$ cat src/rtl/gdc_pkg.sv
// Package with the shared types, constants and codes of the drift correction block.
`default_nettype none
package gdc_pkg;
	localparam int MaxPoints = 1024;
	localparam int MaxWindow = 64;
	localparam int PtAw = $clog2(MaxPoints);
	localparam int CntW = PtAw + 1;
	localparam int WtAw = $clog2(MaxWindow + 1);

	typedef enum logic [1:0] {
		REQ_POINT  = 2'd0,
		REQ_WEIGHT = 2'd1,
		REQ_CORR   = 2'd2,
		REQ_NONE   = 2'd3
	} req_t;

	typedef enum logic [1:0] {
		ST_OK       = 2'd0,
		ST_NOT_RISE = 2'd1,
		ST_EMPTY    = 2'd2,
		ST_FULL     = 2'd3
	} status_t;

	localparam logic [0:0] REG_WINDOW = 1'b0;
	localparam logic [0:0] REG_SMOOTH = 1'b1;

	// Request from the controller to the divider.
	typedef struct packed {
		logic              start;
		logic signed [63:0] num;
		logic [31:0]        den;
	} div_req_t;

	typedef struct packed {
		logic               done;
		logic signed [31:0] quo;
	} div_rsp_t;
endpackage
`default_nettype wire

$ cat src/rtl/gdc_div.sv
// Bit-serial rounding divider: signed 64-bit numerator by unsigned 32-bit denominator.
`default_nettype none
module gdc_div (
	input  wire logic              clk,
	input  wire logic              arst_n,
	input  wire gdc_pkg::div_req_t req,
	output gdc_pkg::div_rsp_t      rsp
);
	import gdc_pkg::*;

	logic [63:0] rem_q;
	logic [63:0] quo_q;
	logic [31:0] den_q;
	logic        neg_q;
	logic [6:0]  cnt_q;
	logic        busy_q;
	logic        done_q;
	logic [63:0] mag;
	logic [64:0] trial;
	logic [63:0] rnd;

	// Magnitude plus half the denominator gives round half away from zero.
	assign mag = req.num[63] ? (64'd0 - 64'(req.num)) : 64'(req.num);
	assign rnd = mag + {33'd0, req.den[31:1]};
	assign trial = {rem_q, quo_q[63]} - {33'd0, den_q};

	// One quotient bit a cycle, restoring.
	always_ff @(posedge clk or negedge arst_n) begin
		if (!arst_n) begin
			busy_q <= 1'b0;
			done_q <= 1'b0;
			cnt_q  <= '0;
		end else begin
			done_q <= 1'b0;
			if (req.start) begin
				busy_q <= 1'b1;
				cnt_q  <= 7'd64;
			end else if (busy_q) begin
				cnt_q <= cnt_q - 7'd1;
				if (cnt_q == 7'd1) begin
					busy_q <= 1'b0;
					done_q <= 1'b1;
				end
			end
		end
	end

	always_ff @(posedge clk) begin
		if (req.start) begin
			rem_q <= '0;
			quo_q <= rnd;
			den_q <= req.den;
			neg_q <= req.num[63];
		end else if (busy_q) begin
			if (!trial[64]) begin
				rem_q <= trial[63:0];
				quo_q <= {quo_q[62:0], 1'b1};
			end else begin
				rem_q <= {rem_q[62:0], quo_q[63]};
				quo_q <= {quo_q[62:0], 1'b0};
			end
		end
	end

	// The magnitude of a weighted mean of 32-bit values is at most 2^31, so the low
	// 32 bits negate correctly to the most negative value.
	assign rsp.done = done_q;
	assign rsp.quo  = neg_q ? (32'sd0 - $signed(quo_q[31:0])) : $signed(quo_q[31:0]);
endmodule
`default_nettype wire

$ cat config.mk
export PLATFORM = sky130hd
export DESIGN_NAME = gdc_div
export DESIGN_NICKNAME = d
export VERILOG_FILES = /design/src/rtl/gdc_pkg.sv /design/src/rtl/gdc_div.sv
export SDC_FILE = /design/constraint.sdc
export NUM_CORES = 1
export LEC_CHECK = 0
export BUFFER_PORTS_ARGS = -buffer_cell sky130_fd_sc_hd__buf_2
export CORE_ASPECT_RATIO = 0.6
export CORE_UTILIZATION = 50
export DETAILED_ROUTE_END_ITERATION = 6
export GPL_ROUTABILITY_DRIVEN = 1
export PLACE_DENSITY_LB_ADDON = 0.2
export SLEW_MARGIN = 5
export SYNTH_ARGS = -nofsm -noshare
export SYNTH_HDL_FRONTEND = slang
export SYNTH_SLANG_ARGS = --single-unit
$ cat constraint.sdc
create_clock -name clk -period 4.4 [get_ports clk]
set_input_delay 0.22 -clock clk [delete_from_list [all_inputs] [get_ports clk]]
set_output_delay 0.22 -clock clk [all_outputs]
set_load 0.005 [all_outputs]
==> results of run 1 <==
[flip-flops by register name, summed over array words and instances (netlist names)]
| register | cells |
|---|---|
| quo_q | 64 |
| done_q | 1 |
| rem_q | 64 |
| neg_q | 1 |
| busy_q | 1 |
| cnt_q | 7 |
| den_q | 32 |
[cells in the mapped netlist, types with 10 or more instances]
master    count
clkbuf_1     58
nand2_1     155
nor3_1       43
edfxtp_1     97
inv_1        71
xnor2_1     115
a31oi_1      13
and3_1       14
nor4_1       47
or2_2        12
xor2_1       46
dfxtp_1      64
buf_1        11
a211oi_1     17
a21o_1       46
or4_1        37
nor2_1      122
nand2b_1     18
nand3_1      48
o211ai_1     11
or3_1        20
a311oi_1     26
ha_1         68
o31a_1       10
o21a_1       18
nor2b_1      12
o31ai_1      46
a21oi_1      77
o41ai_1      26
nand4_1      32
o21ai_0      86
mux2_2       36
[layout make-up]
| class | count | area [um^2] |
|---|---|---|
| Clock inverter | 8 | 55.1 |
| Inverter | 73 | 274 |
| Multi-Input combinational cell | 1337 | 9230 |
| Timing Repair Buffer | 334 | 2270 |
| Sequential cell | 170 | 4420 |
| Tap cell | 367 | 459 |
| Clock buffer | 24 | 495 |
| Fill cell | 2382 | 10500 |
[worst register-to-register path: stages (launching register included)]
cell      delay, ps
edfxtp_1        460
inv_1            80
ha_1            230
fa_1            390
nor2b_1         210
o31ai_1         140
a31o_2          300
a21oi_1         270
o211ai_1        180
and3b_1         290
buf_4           180
nor2_2          410
buf_12          250
nand2_1         100
a311oi_1        340
[through the flow]
stage               area [um^2]  TNS (ps)  instances  setup WS (ps)
CTS                       17100         0       2312           9.32
global placement          16300    -10780       2253           -428
finish                    17200         0       2313           31.1
global route              17200      -267       2313          -69.5
floorplan                 14200      -281       1656           -152
detailed placement        16300    -17970       2253           -626
[power by group through the flow]
stage	combinational, mW	clock, mW	sequential, mW
global placement	4.26	0	2.69
floorplan	3.10	0	2.53
CTS	4.40	1.50	2.68
finish	4.52	1.49	2.70
global route	4.94	1.56	2.76
detailed placement	4.35	0	2.71
[metal layers]
metal / vias up / global-route usage [%] / routed length, um
li1: 6861 / - / -
met1: 6757 / 46.1 / 21200
met2: 667 / 43.3 / 18200
met3: 56 / 9.27 / 4780
met4: 2 / 6.56 / 651
met5: - / 0 / 11
[cell usage in the layout (no fill, tap or decap), drive strengths merged, types with 46 or more instances in the layout]
| master | synthesis | layout |
|---|---|---|
| a21o | 46 | 46 |
| edfxtp | 97 | 97 |
| o21ai | 88 | 88 |
| dfxtp | 64 | 64 |
| inv | 71 | 77 |
| nor2 | 122 | 122 |
| ha | 68 | 68 |
| o31ai | 46 | 46 |
| xor2 | 46 | 46 |
| nand2 | 155 | 155 |
| nand3 | 50 | 50 |
| nor4 | 48 | 48 |
| a21oi | 77 | 77 |
| buf | 18 | 309 |
| xnor2 | 115 | 115 |
[kinds of logic after synthesis]
family,share of synthesized area (%)
and+or+nand+nor,21.9
DFF,31.3
adders and majority gates,6.30
buffers and inverters,4.16
muxes,3.22
AOI/OAI and AO/OA,23.2
xor gates and xnor gates,9.98
[worst paths after layout]
kind                                        from                endpoint  slack (ps)  cells past startpoint
max                                      req[36]     quo_q[35]$_DFFE_PP_          30                     17
min reg2reg                rem_q[8]$_SDFFE_PP0P_   rem_q[8]$_SDFFE_PP0P_         490                      2
max in group asynchronous                 arst_n        busy_q$_DFF_PN0_        4060                      2
max reg2reg                  quo_q[63]$_DFFE_PP_  rem_q[26]$_SDFFE_PP0P_         440                     14
min                                       req[2]      den_q[2]$_DFFE_PP_          20                      1
min in group asynchronous                 arst_n        done_q$_DFF_PN0_         150                      2
[repair_timing]
| action | in CTS | in global routing |
|---|---|---|
| pin swaps | 4 | 4 |
| resized for setup | 8 | 12 |
| endpoints found under the hold margin | 32 | 1 |
| hold buffers | 24 | 1 |
| endpoints found under the setup margin | 26 | 33 |
| buffers inserted | 3 | 0 |
==> results.toml, run 1 <==
[outcome]
status = "complete, no violations"

[worst_setup_path]
slowest_delay_ps = 580
path_buf_inv = 2
crit_required_ps = 4600
critical_path_class = "primary input to flip-flop"
arrival_ps = 4570
cp_slowest_cell = "or4_4"
start_kind = "primary input"
path_cells = "buf_2 > or4_4 > or4_4 > or3_1 > nand2_1 > xnor2_1 > ha_1 > a21oi_1 > o21ai_1 > a2111oi_0 > o21bai_1 > a32oi_2 > a2111oi_4 > buf_4 > nor2b_1 > xnor2_1 > mux2_2"
cp-end-kind = "flip-flop"
crit_fanout = 7
cp_top_family = "simple AND/OR/NAND/NOR gates"

[clocking]
htree_levels = 4
cts-root-buf = "clkbuf_16"
clkTransAtPathRegs_ps = 70
clock_latency_ps = 450
cts_buffers = 17
tritoncts = "done"
max-clock-path-buffers = 2
cts_sinks = 170

[sta]
skew_ps = 11.9
worst_pin_slew_ps = 1060
hold_viol_final = 0
max_freq_mhz = 229
slew_violations = 0
rsz0062_at_grt = "yes"
setup_violations = 0
post-route-period-util_pct = 99.3
period_minus_slack_ps = 4370
relSlewSlack_pct = 29.4
hold_slack_ps = 17.5

[global_route]
antenna_found_initial = 1
grt_start_max_net_pins = 113
grt_pass1_vias = 13200
grt_overflow = 0
grt_use_total_pct = 30.9
grt_pass1_wl_um = 70900

[die]
dieHeight_um = 132
die_area_um2 = 29000
core_um2 = 27700
num_io_pins = 132
initial_core_util_pct = 51.0
rows = 47
die_w_um = 219

[power_and_ir_drop]
p_switching_mw = 3.72
power.total_mw = 8.70
p_leak_nw = 7.02
clock_power_share_pct = 17.1
pwr-share-seq_pct = 31.0
ir_worst_vdd_mv = 0.324
intPower_mw = 4.98
comb_power_share_pct = 51.9
p_per_area_nw_per_um2 = 506
switching_share_pct = 42.8

[layout]
fin_nets = 2102
syn2layout_area_growth_pct = 21.7
n_antenna_cell = 0
final_util_pct = 62.1
drive_gt1_share_pct = 22.1

[yosys]
syn_area_per_cell_um2 = 8.53
synth_top_cell_by_area = "edfxtp_1"
synthCells = 1656
syn-num-nets = 1825
synth_area_um2 = 14100
seq_area_frac_synth_pct = 31.3
ys.flop_type = "edfxtp_1"
synth_warnings = 0
synth-seq-cells = 170
async_flop_share_pct = 5.29
synth_top_area_share_pct = 20.6
synth_edf_count = 97
ys_types = 84
synth_area_leaders = "edfxtp_1 21%, dfxtp_1 9.1%, xnor2_1 7.1%, ha_1 6.0%, nand2_1 4.1%"

[placed_design]
place_congestion = 0.967
dpl.hpwl_um = 33800
io_buffers = 131

[routing]
viasPerCell = 6.20
wire_per_inst_um = 19.4
route.antenna.remaining_nets = 0
first_pass_iters = 5
wl_um = 44900
drcViolationCount = 0
drtIter0Drc = 1656
dr_total_vias = 14300

[hold_path]
hold_class = "primary input to flip-flop"

[job]
cap_violations = 0
(Power assumes the default switching activity.)
==> run 2: changes to the inputs <==
--- a/config.mk
+++ b/config.mk
@@ -11,6 +11,7 @@
 export DETAILED_ROUTE_END_ITERATION = 6
 export GPL_ROUTABILITY_DRIVEN = 1
 export PLACE_DENSITY_LB_ADDON = 0.2
+export RECOVER_POWER = 25
 export SLEW_MARGIN = 5
 export SYNTH_ARGS = -nofsm -noshare
 export SYNTH_HDL_FRONTEND = slang
==> results.toml, run 2 (synthesized netlist as in run 1, its figures left out) <==
[clocking]
cts_sinks = 170
tritoncts = "done"
htree_levels = 4
clkTransAtPathRegs_ps = 70
clock_latency_ps = 450
cts_buffers = 17
cts-root-buf = "clkbuf_16"
max-clock-path-buffers = 2

[power_and_ir_drop]
p_per_area_nw_per_um2 = 507
p_leak_nw = 6.92
ir_worst_vdd_mv = 0.321

[die]
core_um2 = 27700
dieHeight_um = 132
rows = 47
die_area_um2 = 29000
die_w_um = 219
num_io_pins = 132
initial_core_util_pct = 51.0

[sta]
final.setup.tns_ps = 0
rsz0062_at_grt = "yes"
max_freq_mhz = 229
worst_pin_slew_ps = 1890
relSlewSlack_pct = -26.1
post-route-period-util_pct = 99.4
setup_violations = 0
period_minus_slack_ps = 4370
hold_viol_final = 0
slew_violations = 35
skew_ps = 13.3

[layout]
most-common-layout-cells = "176 x buf_4, 155 x nand2_1, 118 x nor2_1"
drive_gt1_share_pct = 20.5
fillers = 2403
reg_top3 = "quo_q (64), rem_q (64), den_q (32)"
stdcell_count = 2313
fin_nets = 2102
final_common_cell = "buf_4"
final_area_um2 = 17200
final_util_pct = 62.0
n_antenna_cell = 0
syn2layout_area_growth_pct = 21.4

[worst_setup_path]
reg2reg_slack_ps = 450
arrival_ps = 4570
cp_top_family = "simple AND/OR/NAND/NOR gates"
reg2reg_to = "rem_q[26]$_SDFFE_PP0P_"
path_cells = "buf_2 > or4_4 > or4_4 > or3_1 > nand2_1 > xnor2_1 > ha_1 > a21oi_1 > o21ai_1 > a2111oi_0 > o21bai_1 > a32oi_2 > a2111oi_4 > buf_4 > nor2b_1 > xnor2_1 > mux2_2"
slowest_delay_ps = 590
reg2reg_depth = 14
cp_slowest_cell = "or4_4"
path_buf_inv = 2
cp-end-kind = "flip-flop"
critical_path_class = "primary input to flip-flop"
start_kind = "primary input"
reg2reg_from = "quo_q[63]$_DFFE_PP_"
crit_required_ps = 4600
crit_fanout = 7

[placed_design]
place_area_um2 = 16300
place_inst = 2253
dpl.hpwl_um = 33800
place_congestion = 0.967
io_buffers = 131

[global_route]
grt_overflow = 0
grt_start_max_net_pins = 113
grt_pass1_wl_um = 70900
grt_use_total_pct = 30.9
antenna_found_initial = 1
grt_pass1_vias = 13200

[hold_path]
hold_class = "primary input to flip-flop"
min_path_cells = 1
holdCritStartpoint = "req[2]"
whs_endpoint = "den_q[2]$_DFFE_PP_"

[routing]
wire_per_inst_um = 19.4
drtIter0Drc = 1627
viasPerCell = 6.17
first_pass_iters = 5
drcViolationCount = 0
route.antenna.remaining_nets = 0
dr_total_vias = 14300
wl_um = 44800

[job]
cap_violations = 1

[outcome]
violations = "capacitance limit, slew limit"
status = "finished, violations left"
-- run 2: what timing repair did --
item,CTS,global route
setup buffers,3,0
hold buffers,24,1
hold endpoints to repair,32,1
endpoints found under the setup margin,26,33
gates resized for setup,8,12
pin swaps,4,4
-- run 2: report_power, final --
part | switching, mW | total (mW) | leakage, nW | internal [mW]
sequential | 0.495 | 2.70 | 1.64 | 2.21
clock | 0.693 | 1.49 | 0.278 | 0.796
combinational | 2.53 | 4.50 | 5.01 | 1.97
-- run 2: how the worst max path moves through the flow --
stage	startpoint	endpoint	slack (ps)	cells after the start
floorplan	req[40]	quo_q[49]$_DFFE_PP_	-150	17
global placement	req[40]	quo_q[49]$_DFFE_PP_	-430	14
detailed placement	req[40]	quo_q[49]$_DFFE_PP_	-630	14
CTS	req[40]	quo_q[48]$_DFFE_PP_	9	15
global route	req[36]	quo_q[46]$_DFFE_PP_	-70	18
finish	req[36]	quo_q[35]$_DFFE_PP_	30	17
-- run 2: area by class of cell --
class,instances,area (um^2),share of cell area (%)
Tap cell,367,459,2.68
Inverter,73,274,1.60
Timing Repair Buffer,334,2230,13.0
Sequential cell,170,4420,25.8
Clock buffer,24,495,2.89
Multi-Input combinational cell,1337,9230,53.8
Clock inverter,8,55.1,0.321
-- run 2: metal layers --
layer,up-vias,GRT usage (%),share of wire [%]
met3,50,9.27,10
met2,633,43.3,40
met4,2,6.56,1.4
li1,6861,-,-
met1,6726,46.1,48
met5,-,0,0.025
-- run 2: stage by stage --
step,power (mW),hold slack [ps],setup slack [ps]
final,8.69,95.2,25.3
after detailed placement,7.05,83.0,-626
after global routing,9.26,87.9,-69.5
after CTS,8.59,3.36,9.32
after global placement,6.95,83.5,-428
after floorplan,5.64,-75.6,-152
==> run 3: changes to the inputs <==
--- a/config.mk
+++ b/config.mk
@@ -11,7 +11,7 @@
 export DETAILED_ROUTE_END_ITERATION = 6
 export GPL_ROUTABILITY_DRIVEN = 1
 export PLACE_DENSITY_LB_ADDON = 0.2
-export RECOVER_POWER = 25
+export RECOVER_POWER = 100
 export SLEW_MARGIN = 5
 export SYNTH_ARGS = -nofsm -noshare
 export SYNTH_HDL_FRONTEND = slang
==> results.toml, run 3 (synthesized netlist as in run 1, its figures left out) <==
[layout]
syn2layout_area_growth_pct = 21.1
reg_top3 = "quo_q (64), rem_q (64), den_q (32)"
final_util_pct = 61.8
fin_nets = 2102
stdcell_count = 2313
final_common_cell = "buf_4"
final_area_um2 = 17100
fillers = 2412
most-common-layout-cells = "166 x buf_4, 155 x nand2_1, 119 x nor2_1"
n_antenna_cell = 0
drive_gt1_share_pct = 19.3

[outcome]
violations = "DRC, capacitance limit, slew limit"
status = "finished, violations left"

[sta]
rsz0062_at_grt = "yes"
setup_violations = 0
skew_ps = 13.1
post-route-period-util_pct = 99.0
relSlewSlack_pct = -26.6
hold_slack_ps = 93.1
period_minus_slack_ps = 4360
slew_violations = 145
final.setup.tns_ps = 0
hold_viol_final = 0
max_freq_mhz = 230
worst_pin_slew_ps = 1900
fin_ws_ps = 43.7

[die]
core_um2 = 27700
initial_core_util_pct = 51.0
num_io_pins = 132
die_area_um2 = 29000
rows = 47
die_w_um = 219
dieHeight_um = 132

[routing]
viasPerCell = 6.18
drcViolationCount = 2
wl_um = 44700
dr_total_vias = 14300
drtIter0Drc = 1559
first_pass_iters = 7
route.antenna.remaining_nets = 0
wire_per_inst_um = 19.3

[power_and_ir_drop]
p_leak_nw = 6.86
p_per_area_nw_per_um2 = 507
ir_worst_vdd_mv = 0.321
power.total_mw = 8.67

[placed_design]
place_congestion = 0.967
place_inst = 2253
io_buffers = 131
dpl.hpwl_um = 33800
pre_cts_ws_ps = -626
place_area_um2 = 16300

[global_route]
grt_start_max_net_pins = 113
grt_use_total_pct = 30.9
grt_pass1_wl_um = 70900
antenna_found_initial = 1
grt_overflow = 0
grt_pass1_vias = 13200

[hold_path]
hold_class = "primary input to flip-flop"

[clocking]
clock_latency_ps = 450
cts_sinks = 170
cts-root-buf = "clkbuf_16"
max-clock-path-buffers = 2
tritoncts = "done"
clkTransAtPathRegs_ps = 70
cts_buffers = 17
htree_levels = 4

[worst_setup_path]
arrival_ps = 4550
critical_path_class = "primary input to flip-flop"
cp-end-kind = "flip-flop"
crit_fanout = 7
crit_required_ps = 4600
start_kind = "primary input"

[job]
cap_violations = 3
## run 3: changes by cell type in the layout (fill, tap and decap cells not counted), sizes merged
cell and delta:
buf -25, clkbuf +25
## run 3: report_power, final
| part | total, mW | internal [mW] | switching, mW |
|---|---|---|---|
| clock | 1.49 | 0.796 | 0.692 |
| sequential | 2.70 | 2.21 | 0.493 |
| combinational | 4.48 | 1.95 | 2.53 |
| total | 8.67 | 4.95 | 3.72 |
## run 3: cell type report
| cell class | instances | area, um^2 | area share (%) |
|---|---|---|---|
| multi-input cells | 1337 | 9230 | 53.9 |
| clock inverters | 8 | 55.1 | 0.322 |
| flip-flops and latches | 170 | 4420 | 25.8 |
| clock buffers | 24 | 495 | 2.90 |
| well taps | 367 | 459 | 2.68 |
| repair buffers | 334 | 2180 | 12.7 |
| inverters | 73 | 274 | 1.60 |
## run 3: what timing repair did
action	4_1_cts	5_1_grt
pin swaps	4	4
gates cloned	0	0
buffers inserted	3	0
resized for setup	8	12
hold buffers	24	1
setup endpoints to repair	26	33
endpoints found under the hold margin	32	1
## run 3: worst max-delay path, stage by stage
cell and delay [ps]:
buf_2 110, or4_4 590, or4_4 520, or3_1 400
nand2_1 100, xnor2_1 110, ha_1 290, a21oi_1 220
o21ai_1 140, a2111oi_0 540, o21bai_1 170, a32oi_2 290
a2111oi_4 150, buf_4 190, nor2b_1 130, xnor2_1 120
mux2_2 270
## run 3: worst paths after layout
check | from | endpoint | slack (ps) | cells past startpoint
min in group asynchronous | arst_n | done_q$_DFF_PN0_ | 240 | 2
worst max register to register | quo_q[63]$_DFFE_PP_ | rem_q[35]$_SDFFE_PP0P_ | 320 | 15
worst min register to register | rem_q[8]$_SDFFE_PP0P_ | rem_q[8]$_SDFFE_PP0P_ | 490 | 2
worst min-delay path | req[2] | den_q[2]$_DFFE_PP_ | 90 | 1
worst max-delay path | req[36] | quo_q[35]$_DFFE_PP_ | 40 | 17
max in group asynchronous | arst_n | busy_q$_DFF_PN0_ | 3800 | 2
## run 3: layer usage
| metal | global-route usage [%] | share of wire (%) | vias up | routed length, um |
|---|---|---|---|---|
| met5 | 0 | 0.025 | - | 11 |
| met4 | 6.56 | 1.1 | 2 | 502 |
| met3 | 9.27 | 11 | 37 | 4760 |
| met2 | 43.3 | 41 | 654 | 18200 |
| met1 | 46.1 | 47 | 6733 | 21200 |
| li1 | - | - | 6866 | - |
